File: src/design/magnetometer_hard_soft_iron_calibration_core_defines.svh
// ----------------------------------------------------------------------------
// Calibration core assertion macros
// Shared concurrent assertion forms for the calibration core.
// ----------------------------------------------------------------------------
`ifndef MAGNETOMETER_HARD_SOFT_IRON_CALIBRATION_CORE_DEFINES_SVH
`define MAGNETOMETER_HARD_SOFT_IRON_CALIBRATION_CORE_DEFINES_SVH

// Same-cycle implication, disabled during reset.
`define MC_ASSERT_NOW(label, clk, rst, ante, cons) \
  label: assert property (@(posedge clk) disable iff (rst) (ante) |-> (cons)) \
    else $error("calibration core check failed");

// Next-cycle implication, disabled during reset.
`define MC_ASSERT_NEXT(label, clk, rst, ante, cons) \
  label: assert property (@(posedge clk) disable iff (rst) (ante) |=> (cons)) \
    else $error("calibration core check failed");

`endif

File: src/design/mag_cal_pkg.sv
// ----------------------------------------------------------------------------
// Calibration core package
// Shared constants and types of the calibration core.
// ----------------------------------------------------------------------------
package mag_cal_pkg;

  localparam int COUNT_WIDTH_DEF = 12;
  localparam int JOBQ_DEPTH = 2;

  localparam logic [2:0] REG_RUN_LENGTH = 3'd0;
  localparam logic [2:0] REG_RESOLUTION = 3'd1;
  localparam logic [2:0] REG_SENS_X = 3'd2;
  localparam logic [2:0] REG_SENS_Y = 3'd3;
  localparam logic [2:0] REG_SENS_Z = 3'd4;

  localparam logic signed [15:0] AXIS_START_MAX = -16'sd32767;
  localparam logic signed [15:0] AXIS_START_MIN = 16'sd32767;

  // Both scales reduce to a multiply and a division by 4095:
  // 49120/32760 = 6140/4095 and 49120/8190 = 4*6140/4095.
  localparam logic [12:0] SCALE_16BIT = 13'd6140;
  localparam logic [12:0] DEN_SHARED = 13'd4095;
  localparam logic [11:0] ROUND_HALF = 12'd2047;
  localparam logic [23:0] RATIO_SAT = 24'hFFFFFF;

  typedef struct packed {
    logic [2:0][15:0] amax;
    logic [2:0][15:0] amin;
  } job_t;

  typedef struct packed {
    logic       resolution_16bit;
    logic [7:0] sens_adjust_x;
    logic [7:0] sens_adjust_y;
    logic [7:0] sens_adjust_z;
  } cfg_t;

endpackage

File: src/design/mag_cal_front.sv
// ----------------------------------------------------------------------------
// Calibration front end
// Selects the sample in use, tracks per-axis extremes and closes each run.
// ----------------------------------------------------------------------------
module mag_cal_front #(
  parameter int COUNT_WIDTH = 12
) (
  input  logic                 clk,
  input  logic                 rst,
  input  logic                 accept,
  input  logic                 data_ready,
  input  logic                 overflow,
  input  logic signed [15:0]   mag_x,
  input  logic signed [15:0]   mag_y,
  input  logic signed [15:0]   mag_z,
  input  logic [11:0]          run_length,
  output logic                 job_push,
  output mag_cal_pkg::job_t    job
);
  import mag_cal_pkg::*;

  localparam logic [16:0] LIMIT = 17'((1 << COUNT_WIDTH) - 1);

  logic signed [15:0] held [3];
  logic signed [15:0] amax [3];
  logic signed [15:0] amin [3];
  logic signed [15:0] sel  [3];
  logic signed [15:0] nmax [3];
  logic signed [15:0] nmin [3];
  logic signed [15:0] mag  [3];
  logic [COUNT_WIDTH-1:0] samples_seen;
  logic [16:0] tgt;
  logic [16:0] seen_inc;
  logic        take;
  logic        done;

  assign mag[0] = mag_x;
  assign mag[1] = mag_y;
  assign mag[2] = mag_z;
  assign take = data_ready & ~overflow;

  always_comb begin
    for (int i = 0; i < 3; i++) begin
      sel[i]  = take ? mag[i] : held[i];
      nmax[i] = (sel[i] > amax[i]) ? sel[i] : amax[i];
      nmin[i] = (sel[i] < amin[i]) ? sel[i] : amin[i];
      job.amax[i] = nmax[i];
      job.amin[i] = nmin[i];
    end
    tgt = {5'd0, run_length};
    if (tgt > LIMIT) tgt = LIMIT;
    if (tgt == 17'd0) tgt = 17'd1;
    seen_inc = 17'(samples_seen) + 17'd1;
    done = (seen_inc >= tgt);
  end

  assign job_push = accept & done;

  always_ff @(posedge clk) begin
    if (rst || (accept && done)) begin
      for (int i = 0; i < 3; i++) begin
        held[i] <= '0;
        amax[i] <= AXIS_START_MAX;
        amin[i] <= AXIS_START_MIN;
      end
      samples_seen <= '0;
    end else if (accept) begin
      for (int i = 0; i < 3; i++) begin
        held[i] <= sel[i];
        amax[i] <= nmax[i];
        amin[i] <= nmin[i];
      end
      samples_seen <= seen_inc[COUNT_WIDTH-1:0];
    end
  end

endmodule

File: src/design/mag_cal_jobq.sv
// ----------------------------------------------------------------------------
// Calibration job queue
// Short queue of finished runs between the front end and the arithmetic unit.
// ----------------------------------------------------------------------------
`include "magnetometer_hard_soft_iron_calibration_core_defines.svh"

module mag_cal_jobq (
  input  logic              clk,
  input  logic              rst,
  input  logic              push,
  input  mag_cal_pkg::job_t wdata,
  output logic              full,
  input  logic              pop,
  output logic              valid,
  output mag_cal_pkg::job_t rdata
);
  import mag_cal_pkg::*;

  job_t       mem [JOBQ_DEPTH];
  logic       wptr;
  logic       rptr;
  logic [1:0] count;

  assign full  = (count == 2'(JOBQ_DEPTH));
  assign valid = (count != 2'd0);
  assign rdata = mem[rptr];

  always_ff @(posedge clk) begin
    if (push && !full) mem[wptr] <= wdata;
  end

  always_ff @(posedge clk) begin
    if (rst) begin
      wptr  <= 1'b0;
      rptr  <= 1'b0;
      count <= 2'd0;
    end else begin
      if (push && !full) wptr <= ~wptr;
      if (pop && valid) rptr <= ~rptr;
      count <= count + 2'(push && !full) - 2'(pop && valid);
    end
  end

  `MC_ASSERT_NOW(a_count_bound, clk, rst, 1'b1, count <= 2'(JOBQ_DEPTH))
  `MC_ASSERT_NOW(a_no_push_full, clk, rst, full, !push)
  `MC_ASSERT_NEXT(a_push_grows, clk, rst, push && !full && !pop, count == $past(count) + 2'd1)

endmodule

File: src/design/mag_cal_back.sv
// ----------------------------------------------------------------------------
// Calibration arithmetic unit
// Computes the bias of one run by digit steps of a constant divisor and the
// soft-iron ratios with a serial divider.
// ----------------------------------------------------------------------------
module mag_cal_back (
  input  logic               clk,
  input  logic               rst,
  input  logic               job_valid,
  input  mag_cal_pkg::job_t  job,
  output logic               job_pop,
  input  mag_cal_pkg::cfg_t  cfg,
  input  logic               pop,
  output logic               empty,
  output logic signed [27:0] bias_x_mg,
  output logic signed [27:0] bias_y_mg,
  output logic signed [27:0] bias_z_mg,
  output logic [23:0]        ratio_x,
  output logic [23:0]        ratio_y,
  output logic [23:0]        ratio_z,
  output logic               zero_chord
);
  import mag_cal_pkg::*;

  localparam int NUM_W = 48;
  localparam int CDIV_STEPS = 4;
  localparam logic [2:0] ST_IDLE = 3'd0;
  localparam logic [2:0] ST_LOAD = 3'd1;
  localparam logic [2:0] ST_MUL1 = 3'd2;
  localparam logic [2:0] ST_MUL2 = 3'd3;
  localparam logic [2:0] ST_PREP = 3'd4;
  localparam logic [2:0] ST_DIV  = 3'd5;
  localparam logic [2:0] ST_STORE = 3'd6;
  localparam logic [2:0] ST_CDIV = 3'd7;

  logic [2:0]  state;
  logic        res_valid;
  job_t        jr;
  logic [1:0]  axis;
  logic        rphase;
  logic [14:0] bmag [3];
  logic        bneg [3];
  logic [15:0] h [3];
  logic [16:0] sum;
  logic [30:0] p1;
  logic [39:0] p2;
  logic [NUM_W-1:0] num;
  logic [16:0] den;
  logic [16:0] rem;
  logic [5:0]  cnt;
  logic [27:0] bias [3];
  logic [23:0] ratio [3];
  logic        zflag;

  logic [7:0]  asa;
  logic [8:0]  gain;
  logic [16:0] h3;
  logic [17:0] trial;
  logic [12:0] csum;
  logic signed [16:0] s_sum [3];
  logic signed [16:0] s_dif [3];
  logic signed [16:0] b_val [3];
  logic signed [16:0] d_val [3];

  always_comb begin
    for (int i = 0; i < 3; i++) begin
      s_sum[i] = 17'($signed(jr.amax[i])) + 17'($signed(jr.amin[i]));
      s_dif[i] = 17'($signed(jr.amax[i])) - 17'($signed(jr.amin[i]));
      b_val[i] = $signed(s_sum[i] + 17'(s_sum[i][16])) >>> 1;
      d_val[i] = $signed(s_dif[i] + 17'(s_dif[i][16])) >>> 1;
    end
    case (axis)
      2'd0:    asa = cfg.sens_adjust_x;
      2'd1:    asa = cfg.sens_adjust_y;
      default: asa = cfg.sens_adjust_z;
    endcase
    gain  = 9'(asa) + 9'd128;
    h3    = 17'(h[axis]) + {h[axis], 1'b0};
    trial = {rem, num[NUM_W-1]};
    // One base-4096 digit step of a division by 4095: the partial dividend
    // rem*4096 + digit equals rem*4095 + (rem + digit).
    csum  = 13'(rem[11:0]) + 13'(num[NUM_W-1 -: 12]);
  end

  assign job_pop = (state == ST_IDLE) && job_valid && !res_valid;
  assign empty   = !res_valid;
  assign bias_x_mg = bias[0];
  assign bias_y_mg = bias[1];
  assign bias_z_mg = bias[2];
  assign ratio_x = ratio[0];
  assign ratio_y = ratio[1];
  assign ratio_z = ratio[2];
  assign zero_chord = zflag;

  always_ff @(posedge clk) begin
    if (rst) begin
      state     <= ST_IDLE;
      res_valid <= 1'b0;
    end else begin
      if (pop && res_valid) res_valid <= 1'b0;
      case (state)
        ST_IDLE: begin
          if (job_pop) begin
            jr    <= job;
            state <= ST_LOAD;
          end
        end
        ST_LOAD: begin
          for (int i = 0; i < 3; i++) begin
            bneg[i] <= b_val[i][16];
            bmag[i] <= b_val[i][16] ? 15'(-b_val[i]) : b_val[i][14:0];
            h[i]    <= d_val[i][16] ? 16'd0 : d_val[i][15:0];
          end
          sum <= (d_val[0][16] ? 17'd0 : d_val[0]) + (d_val[1][16] ? 17'd0 : d_val[1])
                 + (d_val[2][16] ? 17'd0 : d_val[2]);
          axis   <= 2'd0;
          rphase <= 1'b0;
          zflag  <= 1'b0;
          state  <= ST_MUL1;
        end
        ST_MUL1: begin
          p1    <= 31'(bmag[axis]) * 31'(SCALE_16BIT);
          state <= ST_MUL2;
        end
        ST_MUL2: begin
          p2    <= 40'(p1) * 40'(gain);
          state <= ST_PREP;
        end
        ST_PREP: begin
          rem <= '0;
          if (!rphase) begin
            // The 14-bit scale is four times the 16-bit one over the same 4095.
            num   <= NUM_W'(cfg.resolution_16bit ? p2 : {p2[37:0], 2'b00})
                     + NUM_W'(ROUND_HALF);
            cnt   <= 6'(CDIV_STEPS);
            state <= ST_CDIV;
          end else if (h[axis] == 16'd0) begin
            num   <= NUM_W'(RATIO_SAT);
            zflag <= 1'b1;
            state <= ST_STORE;
          end else begin
            den   <= h3;
            num   <= (NUM_W'(sum) << 16) + NUM_W'(h3 >> 1);
            cnt   <= 6'(NUM_W);
            state <= ST_DIV;
          end
        end
        ST_CDIV: begin
          if (csum >= DEN_SHARED) begin
            rem <= 17'(csum - DEN_SHARED);
            num <= {num[NUM_W-13:0], rem[11:0] + 12'd1};
          end else begin
            rem <= 17'(csum);
            num <= {num[NUM_W-13:0], rem[11:0]};
          end
          cnt <= cnt - 6'd1;
          if (cnt == 6'd1) state <= ST_STORE;
        end
        ST_DIV: begin
          if (trial >= {1'b0, den}) begin
            rem <= 17'(trial - {1'b0, den});
            num <= {num[NUM_W-2:0], 1'b1};
          end else begin
            rem <= trial[16:0];
            num <= {num[NUM_W-2:0], 1'b0};
          end
          cnt <= cnt - 6'd1;
          if (cnt == 6'd1) state <= ST_STORE;
        end
        ST_STORE: begin
          if (!rphase) begin
            bias[axis] <= bneg[axis] ? -num[27:0] : num[27:0];
          end else begin
            ratio[axis] <= (num > NUM_W'(RATIO_SAT)) ? RATIO_SAT : num[23:0];
          end
          if (axis == 2'd2) begin
            axis <= 2'd0;
            if (rphase) begin
              res_valid <= 1'b1;
              state     <= ST_IDLE;
            end else begin
              rphase <= 1'b1;
              state  <= ST_PREP;
            end
          end else begin
            axis  <= axis + 2'd1;
            state <= rphase ? ST_PREP : ST_MUL1;
          end
        end
        default: state <= ST_IDLE;
      endcase
    end
  end

endmodule

File: src/design/magnetometer_hard_soft_iron_calibration_core.sv
// ----------------------------------------------------------------------------
// Magnetometer hard/soft-iron calibration core
// Min/max tracking of readings with one bias and ratio result per run.
// ----------------------------------------------------------------------------
// A reading transaction is accepted in any cycle in which the job queue has
// room; the transaction that completes a run closes it in that same cycle.
// Once the back end takes the run, its result is computed in steps: load, then per
// bias axis two multiplies, setup, four digit steps by 4095 and store, and per
// ratio axis setup, 48 divider steps and store; a zero half-chord ratio goes from setup straight to store.
// Synchronous reset clears the run, the job queue and the result, and restores the registers.
// ----------------------------------------------------------------------------
module magnetometer_hard_soft_iron_calibration_core #(
  parameter int COUNT_WIDTH = mag_cal_pkg::COUNT_WIDTH_DEF
) (
  input  logic               clk,
  input  logic               rst,
  input  logic               push,
  output logic               full,
  input  logic               data_ready,
  input  logic               overflow,
  input  logic signed [15:0] mag_x,
  input  logic signed [15:0] mag_y,
  input  logic signed [15:0] mag_z,
  output logic               empty,
  input  logic               pop,
  output logic signed [27:0] bias_x_mg,
  output logic signed [27:0] bias_y_mg,
  output logic signed [27:0] bias_z_mg,
  output logic [23:0]        ratio_x,
  output logic [23:0]        ratio_y,
  output logic [23:0]        ratio_z,
  output logic               zero_chord,
  input  logic               cfg_we,
  input  logic [2:0]         cfg_index,
  input  logic [11:0]        cfg_data
);
  import mag_cal_pkg::*;

  // Configuration registers; unknown indexes are ignored.
  logic [11:0] run_length;
  cfg_t        cfg;

  always_ff @(posedge clk) begin
    if (rst) begin
      run_length            <= 12'd240;
      cfg.resolution_16bit  <= 1'b1;
      cfg.sens_adjust_x     <= 8'd128;
      cfg.sens_adjust_y     <= 8'd128;
      cfg.sens_adjust_z     <= 8'd128;
    end else if (cfg_we) begin
      case (cfg_index)
        REG_RUN_LENGTH:   run_length           <= cfg_data;
        REG_RESOLUTION:   cfg.resolution_16bit <= cfg_data[0];
        REG_SENS_X:       cfg.sens_adjust_x    <= cfg_data[7:0];
        REG_SENS_Y:       cfg.sens_adjust_y    <= cfg_data[7:0];
        REG_SENS_Z:       cfg.sens_adjust_z    <= cfg_data[7:0];
        default: ;
      endcase
    end
  end

  // The front end takes a transaction only when the job queue has room, so a
  // closing sample never has to be held back. Two closed runs can wait in the
  // queue while the back end works on a third or holds its finished result, so
  // runs shorter than the back end's time fill the queue and stall push.
  logic accept;
  logic job_push;
  job_t job_in;
  logic job_valid;
  logic job_pop;
  job_t job_out;

  assign accept = push && !full;

  mag_cal_front #(.COUNT_WIDTH(COUNT_WIDTH)) u_front (
    .clk(clk), .rst(rst), .accept(accept),
    .data_ready(data_ready), .overflow(overflow),
    .mag_x(mag_x), .mag_y(mag_y), .mag_z(mag_z),
    .run_length(run_length),
    .job_push(job_push), .job(job_in)
  );

  mag_cal_jobq u_jobq (
    .clk(clk), .rst(rst), .push(job_push), .wdata(job_in), .full(full),
    .pop(job_pop), .valid(job_valid), .rdata(job_out)
  );

  // The back end keeps its result in an output register until popped.
  mag_cal_back u_back (
    .clk(clk), .rst(rst), .job_valid(job_valid), .job(job_out), .job_pop(job_pop),
    .cfg(cfg), .pop(pop), .empty(empty),
    .bias_x_mg(bias_x_mg), .bias_y_mg(bias_y_mg), .bias_z_mg(bias_z_mg),
    .ratio_x(ratio_x), .ratio_y(ratio_y), .ratio_z(ratio_z),
    .zero_chord(zero_chord)
  );

endmodule
File: config.mk
export PLATFORM = sky130hd
export DESIGN_NAME = magnetometer_hard_soft_iron_calibration_core
export DESIGN_NICKNAME = d
export VERILOG_FILES = /design/src/design/mag_cal_pkg.sv /design/src/design/mag_cal_front.sv /design/src/design/mag_cal_jobq.sv /design/src/design/mag_cal_back.sv /design/src/design/magnetometer_hard_soft_iron_calibration_core.sv
export VERILOG_INCLUDE_DIRS = /design/src /design/src/design
export SDC_FILE = /design/constraint.sdc
export NUM_CORES = 2
export LEC_CHECK = 0
export ABC_AREA = 0
export BUFFER_PORTS_ARGS = -buffer_cell sky130_fd_sc_hd__clkbuf_2
export CAP_MARGIN = 5
export CORE_UTILIZATION = 65
export CTS_CLUSTER_SIZE = 16
export DETAILED_ROUTE_END_ITERATION = 8
export PLACE_DENSITY = 0.88
export SYNTH_ARGS = -nofsm -noshare
export SYNTH_HDL_FRONTEND = slang
export SYNTH_SLANG_ARGS = --single-unit
export TNS_END_PERCENT = 1
File: constraint.sdc
create_clock -name clk -period 29.7 [get_ports clk]
set_input_delay 8.91 -clock clk [delete_from_list [all_inputs] [get_ports clk]]
set_output_delay 8.91 -clock clk [all_outputs]
set_load 0.03 [all_outputs]
### Word level (Yosys, flattened, before mapping)

Memory sizes are Yosys's and may differ from the RTL's. A register that Yosys moved wholly into a read port is not among the register bits.
Index checks and enable logic that the tools add are counted.

* add/subtract/negate cells: 31
* multipliers: 2
* order comparisons: 10
* eq/ne operators: 21
* mux-type cells: 83
* bitwise operators: 16
* reductions and logical operators: 37

Operator list (count)
* 16-bit two-way mux: 18
* 48-bit one-hot mux with 3 select lines: 1
* 15-bit two-way mux: 9
* 17-bit by 1-bit adder with 17-bit output: 6
* 48-bit two-way mux: 2
* 16-bit by 16-bit adder with 17-bit output: 3
* 17-bit one-hot mux with 3 select lines: 1
* 16-bit by 16-bit subtractor with 17-bit output: 3
* 48-bit by 11-bit adder with 48-bit output (second input constant): 1
* 16-bit greater-than comparator: 3
* 48-bit by 24-bit greater-than comparator with 1-bit output (second input constant): 1
* 16-bit < comparator: 3
* 15-bit negation: 3
* 40-bit two-way mux: 1
* 26-bit by 9-bit multiplier with 35-bit output: 1
* 17-bit adder: 2
* 33-bit by 16-bit adder with 34-bit output: 1
* 17-bit two-way mux: 2
* 28-bit two-way mux: 1
* 28-bit negation: 1
* 15-bit by 11-bit multiplier with 26-bit output (second input constant): 1
* 1-bit two-way mux: 26
* 12-bit two-way mux: 2
* 24-bit two-way mux: 1
* 47 further kinds: 107

* bits in registers: 230
* RAM bits: 585
* input port bits: 70
* output and inout port bits: 159
* word-level logic and storage cells: 230
* memories kept: 9

Memory list
* u_jobq.mem: words 2, bits a word 96, read ports 1, clocked after memory_dff 1, write ports 1, line mag_cal_jobq.sv:19 `job_t mem [JOBQ_DEPTH];`
* u_back.bias: words 3, bits a word 28, read ports 3, clocked after memory_dff 0, write ports 1, line mag_cal_back.sv:51 `logic [27:0] bias [3];`
* u_back.ratio: words 3, bits a word 24, read ports 3, clocked after memory_dff 0, write ports 1, line mag_cal_back.sv:52 `logic [23:0] ratio [3];`
* u_front.amax: words 3, bits a word 16, read ports 3, clocked after memory_dff 0, write ports 3, line mag_cal_front.sv:25 `logic signed [15:0] amax [3];`
* u_front.amin: words 3, bits a word 16, read ports 3, clocked after memory_dff 0, write ports 3, line mag_cal_front.sv:26 `logic signed [15:0] amin [3];`
* u_front.held: words 3, bits a word 16, read ports 3, clocked after memory_dff 0, write ports 3, line mag_cal_front.sv:24 `logic signed [15:0] held [3];`
* +3 memories

### Depth between registers and ports, before layout

* depth in word-level cells: 8
* gate-level depth with buffers: 33
* depth with buffers taken out: 32

### Hierarchy

A second synthesis with hierarchy kept.

* cell total of the unflattened synthesis: 5731
* area, all modules: 63255.7 um2

Modules (own cells, without submodules)
* mag_cal_back: times used 1, cells each 4335, area an instance 43721.9 um2, sequential area each 15584.9 um2
* mag_cal_front: times used 1, cells each 926, area an instance 10639.0 um2, sequential area each 4564.4 um2
* mag_cal_jobq: times used 1, cells each 326, area an instance 7363.3 um2, sequential area each 5865.6 um2
* magnetometer_hard_soft_iron_calibration_core: times used 1, cells each 144, area an instance 1531.5 um2, sequential area each 740.7 um2

### Worst setup path before layout

No wires, ideal clock.

* path kind: input port to flip-flop
* from: in rst
* to: reg u_back.jr[0] (netlist name) (enable)
* setup time: 0.786 ns
* data arrival time: 18.464 ns
* required time: 28.914 ns
* setup slack: 10.450 ns
* stages on the path: 3
* buffers on the path: 2
* cell sequence: clkbuf_1 clkbuf_1 nor4_1

* word-level cells in the longest chain between the ends: 2

Ends and longest elaborated chain
* from (decl): line magnetometer_hard_soft_iron_calibration_core.sv:16 `input logic rst,`
* 1-bit NOT (no source line)
* 3-bit AND reduction (no source line)
* to (signal assigned): line mag_cal_back.sv:104 `jr <= job;`
* to (decl): line mag_cal_back.sv:38 `job_t jr;`

No other way between the ends.
A chain may end at the register's enable or synchronous reset.

==> flow_summary_export.csv <==
group,metric,value,unit
clock_tree,clkSinkCount,910,
finish,multiInputGateArea,0.0323,mm2
synth,yosysWarnings,0,
clock_tree,cts_tree,"built",
global_routing,grt_pass1_wl,239000,um
sta,rsz0062_at_grt,"no",
setup_path,r2r.worst_path.cells,32,
finish,postLayoutCellArea,0.0677,mm2
synth,synth-seq-cells,910,
sta,skew,0.0307,ns
synth,synthCells,5709,
setup_path,critPathRequiredTime,30.14,ns
synth,postSynth.asyncResetShare,0,
finish,drive_above_1_share,0.132,
sta,finalMaxSlewViolations,0,
synth,ys.flop_type,"edfxtp_1",
die,core,0.0949,mm2
place,place_hpwl,108000,um
synth,synth-edff-count,851,
min_path,min_to,"cfg[22]$_SDFFE_PP0P_",
route,drtIter0Drc,4136,
synth,syn-num-nets,6473,
die,ios,229,
sta,worstMarginPinSlew,1.23,ns
route,drt.antenna.violating_nets,0,
min_path,hold_depth,2,
clock_tree,holdBufCountCts,0,
sta,post-route-period-util,0.429,
setup_path,r2r_start,"u_back.jr[18]$_DFFE_PP_",
route,drc,0,
global_routing,grt_max_degree,77,
synth,yosysSeqAreaShare,0.430,
die,fp.dieH,311,um
clock_tree,cts_setup_buffers,0,
global_routing,groute.usage.overall,0.310,
clock_tree,clk_pin_slew,0.07,ns
min_path,hp-start,"cfg[22]$_SDFFE_PP0P_",
setup_path,crit_type,"input port to register",
outcome,status,"complete, no violations",
sta,slew_headroom,0.174,
sta,hold_viol,0,
die,die_area,0.0969,mm2
setup_path,cp_max_fo,48,
setup_path,worstSetupStartpointType,"input port",
clock_tree,cts_max_level,3,
route,wl_per_cell,20.9,um
clock_tree,cts_buffers,91,
setup_path,cp.arrival,13.17,ns
global_routing,antenna_found_initial,1,
place,place_area,0.0647,mm2
clock_tree,cts-resized-gates,0,
die,initial_utilization,0.656,
sta,setup_viol,0,
finish,ff_latch_area,0.0267,mm2
die,rows,113,
run,cap_violations,0,
clock_tree,clk-insertion-delay-late,0.71,ns
route,wl_met1,56800,um
sta,max_freq,78.5,MHz
route,vias,44658,
setup_path,end_kind,"register",
sta,setup_tns,0,ns
synth,avgSynthCellArea,10.9,um2
global_routing,grt_pass1_vias,44969,
route,wl_met3,11500,um
sta,whs,0.457,ns
route,wl_met2,75800,um
route,firstDrtPassIters,6,
clock_tree,cts_root_buf,"clkbuf_16",
synth,yosysUniqueCellTypes,101,
finish,fill_cells,6064,
setup_path,r2r_slack,21.34,ns
route,viasPerCell,6.19,
route,highest_layer,"met4",
die,die_w,311,um
synth,synth_area,0.0622,mm2
place,gp_congestion,0.947,
route,wl,151000,um
min_path,hold_path.class,"register to register",
clock_tree,clock_path_buffers,3,
finish,area_growth,8.84,%
setup_path,r2r-end,"u_back.sum[15]$_DFFE_PP_",
sta,fin_crit,12.73,ns
global_routing,gr-total-overflow,0,
finish,nets,6641,
place,port_buffers,228,
cell type report:
| cell class | count | share of cell area |
|---|---|---|
| Sequential cell | 910 | 0.395 |
| Inverter | 654 | 0.0363 |
| Multi-Input combinational cell | 3935 | 0.477 |
| Timing Repair Buffer | 285 | 0.0232 |
| Tap cell | 1265 | 0.0234 |
| Clock buffer | 105 | 0.0350 |
| Antenna cell | 1 | 0.0000370 |
| Clock inverter | 61 | 0.00976 |
flip-flops by register name, indices dropped and copies added, names as in the netlist, 17 cells and up, named ones only:
register / count
u_front.held: 48
u_back.p1: 26
u_front.amax: 48
u_back.h: 45
u_back.bmag: 45
u_back.p2: 35
cfg: 25
u_back.jr: 96
u_back.sum: 17
u_back.num: 48
u_back.ratio: 72
u_back.den: 17
u_jobq.mem: 192
u_back.bias: 84
u_front.amin: 48
u_back.rem: 17
per-layer routing:
layer / GRT usage / up-vias
met2: 0.543 / 2091
li1: - / 20297
met1: 0.376 / 21810
met3: 0.0508 / 460
met5: 0 / -
met4: 0.136 / 0
worst max path at each step:
stage / slack, ns / depth (start not counted) / startpoint / to
after floorplan: 10.45 / 3 / rst / u_back.jr[0]$_DFFE_PP_
after global placement: 16.36 / 16 / overflow / u_front.amax[0][31]$_SDFFCE_PN1P_
after detailed placement: 16.31 / 16 / overflow / u_front.amax[0][31]$_SDFFCE_PN1P_
after CTS: 17.01 / 16 / overflow / u_front.amax[0][16]$_SDFFCE_PN1P_
after global routing: 16.80 / 17 / overflow / u_jobq.mem[1][51]$_DFFE_PP_
final: 16.97 / 17 / overflow / u_jobq.mem[1][52]$_DFFE_PP_
cells by family after synthesis:
kind of cell / after synthesis / share of synthesized area
other: 1 / 0.0000603
AOI/OAI and AO/OA: 868 / 0.0935
DFF: 910 / 0.430
muxes: 399 / 0.0697
buffers and inverters: 864 / 0.0524
adders and majority gates: 694 / 0.171
xor gates and xnor gates: 378 / 0.0536
and+or+nand+nor: 1595 / 0.130
worst max-delay path, cell delays in order:
cell      delay, ns
clkbuf_2       0.08
nand2b_2       0.10
buf_4          0.59
mux2_2         0.47
ha_1           0.32
nor2b_1        0.16
o21a_1         0.17
o21a_1         0.21
o21a_1         0.18
o21a_1         0.16
o21a_1         0.18
o21ai_0        0.26
a211o_1        0.19
a31oi_1        0.12
o21ai_4        0.17
buf_4          0.45
mux2_2         0.41
layout by cell type, fill, tap and decap left out, types with 15 or more instances in the layout:
cell,count
and3_1,45
and2_1,110
nor3_1,98
edfxtp_1,851
nor4_1,26
a21oi_1,222
nand2b_1,124
nor2_1,292
or3_1,57
xnor2_1,237
nor2b_1,177
inv_1,647
a31oi_1,44
clkbuf_2,228
fa_1,259
buf_4,57
mux2_2,271
dfxtp_1,54
o211ai_1,27
a211oi_1,28
nand2_1,434
a211o_1,16
or2_2,19
a21boi_0,15
mux2i_1,128
o31ai_1,28
clkbuf_16,92
o21a_1,63
ha_1,435
nand3_1,84
xor2_1,139
a21o_1,66
nor3b_1,19
o21ai_1,30
nand4_1,37
o21ai_0,128
per-stage QoR:
stage	instances	worst slack (ns)	utilization
detailed placement	7049	16.31	0.682
floorplan	5709	10.45	-
global placement	7049	16.36	0.682
global route	7216	16.80	0.714
finish	7216	16.97	0.714
CTS	7215	17.01	0.714
synthesized netlist by cell type, drive strengths merged (9+ instances only):
| cell | count | share of area |
|---|---|---|
| a211oi | 31 | 0.0040 |
| o21bai | 14 | 0.0017 |
| nor3b | 19 | 0.0023 |
| nand4 | 37 | 0.0037 |
| o211ai | 27 | 0.0033 |
| or4 | 14 | 0.0017 |
| clkbuf | 181 | 0.011 |
| a21oi | 228 | 0.018 |
| ha | 435 | 0.088 |
| mux2i | 128 | 0.021 |
| a311oi | 12 | 0.0017 |
| buf | 29 | 0.0021 |
| or3 | 57 | 0.0057 |
| and2 | 112 | 0.011 |
| nor3 | 103 | 0.0084 |
| a211o | 16 | 0.0023 |
| edfxtp | 851 | 0.41 |
| xnor2 | 237 | 0.033 |
| xor2 | 140 | 0.020 |
| nand2b | 126 | 0.013 |
| a21o | 66 | 0.0080 |
| or2 | 23 | 0.0023 |
| and3 | 45 | 0.0045 |
| nand2 | 435 | 0.026 |
| a31o | 9 | 0.0013 |
| a21boi | 17 | 0.0021 |
| o2111ai | 9 | 0.0013 |
| dfxtp | 59 | 0.019 |
| o21ai | 160 | 0.013 |
| fa | 259 | 0.083 |
| o21a | 63 | 0.0076 |
| a22oi | 11 | 0.0013 |
| mux2 | 271 | 0.049 |
| nor2 | 295 | 0.018 |
| nor2b | 179 | 0.018 |
| o31ai | 29 | 0.0036 |
| nand3b | 13 | 0.0016 |
| o221ai | 12 | 0.0017 |
| a2111oi | 13 | 0.0025 |
| nor4 | 28 | 0.0031 |
| inv | 654 | 0.039 |
| nand3 | 84 | 0.0068 |
| o22ai | 13 | 0.0013 |
| a31oi | 44 | 0.0044 |
Power is not shown: default switching activity piles up to over one toggle a cycle in this logic, so the estimate is an artifact.
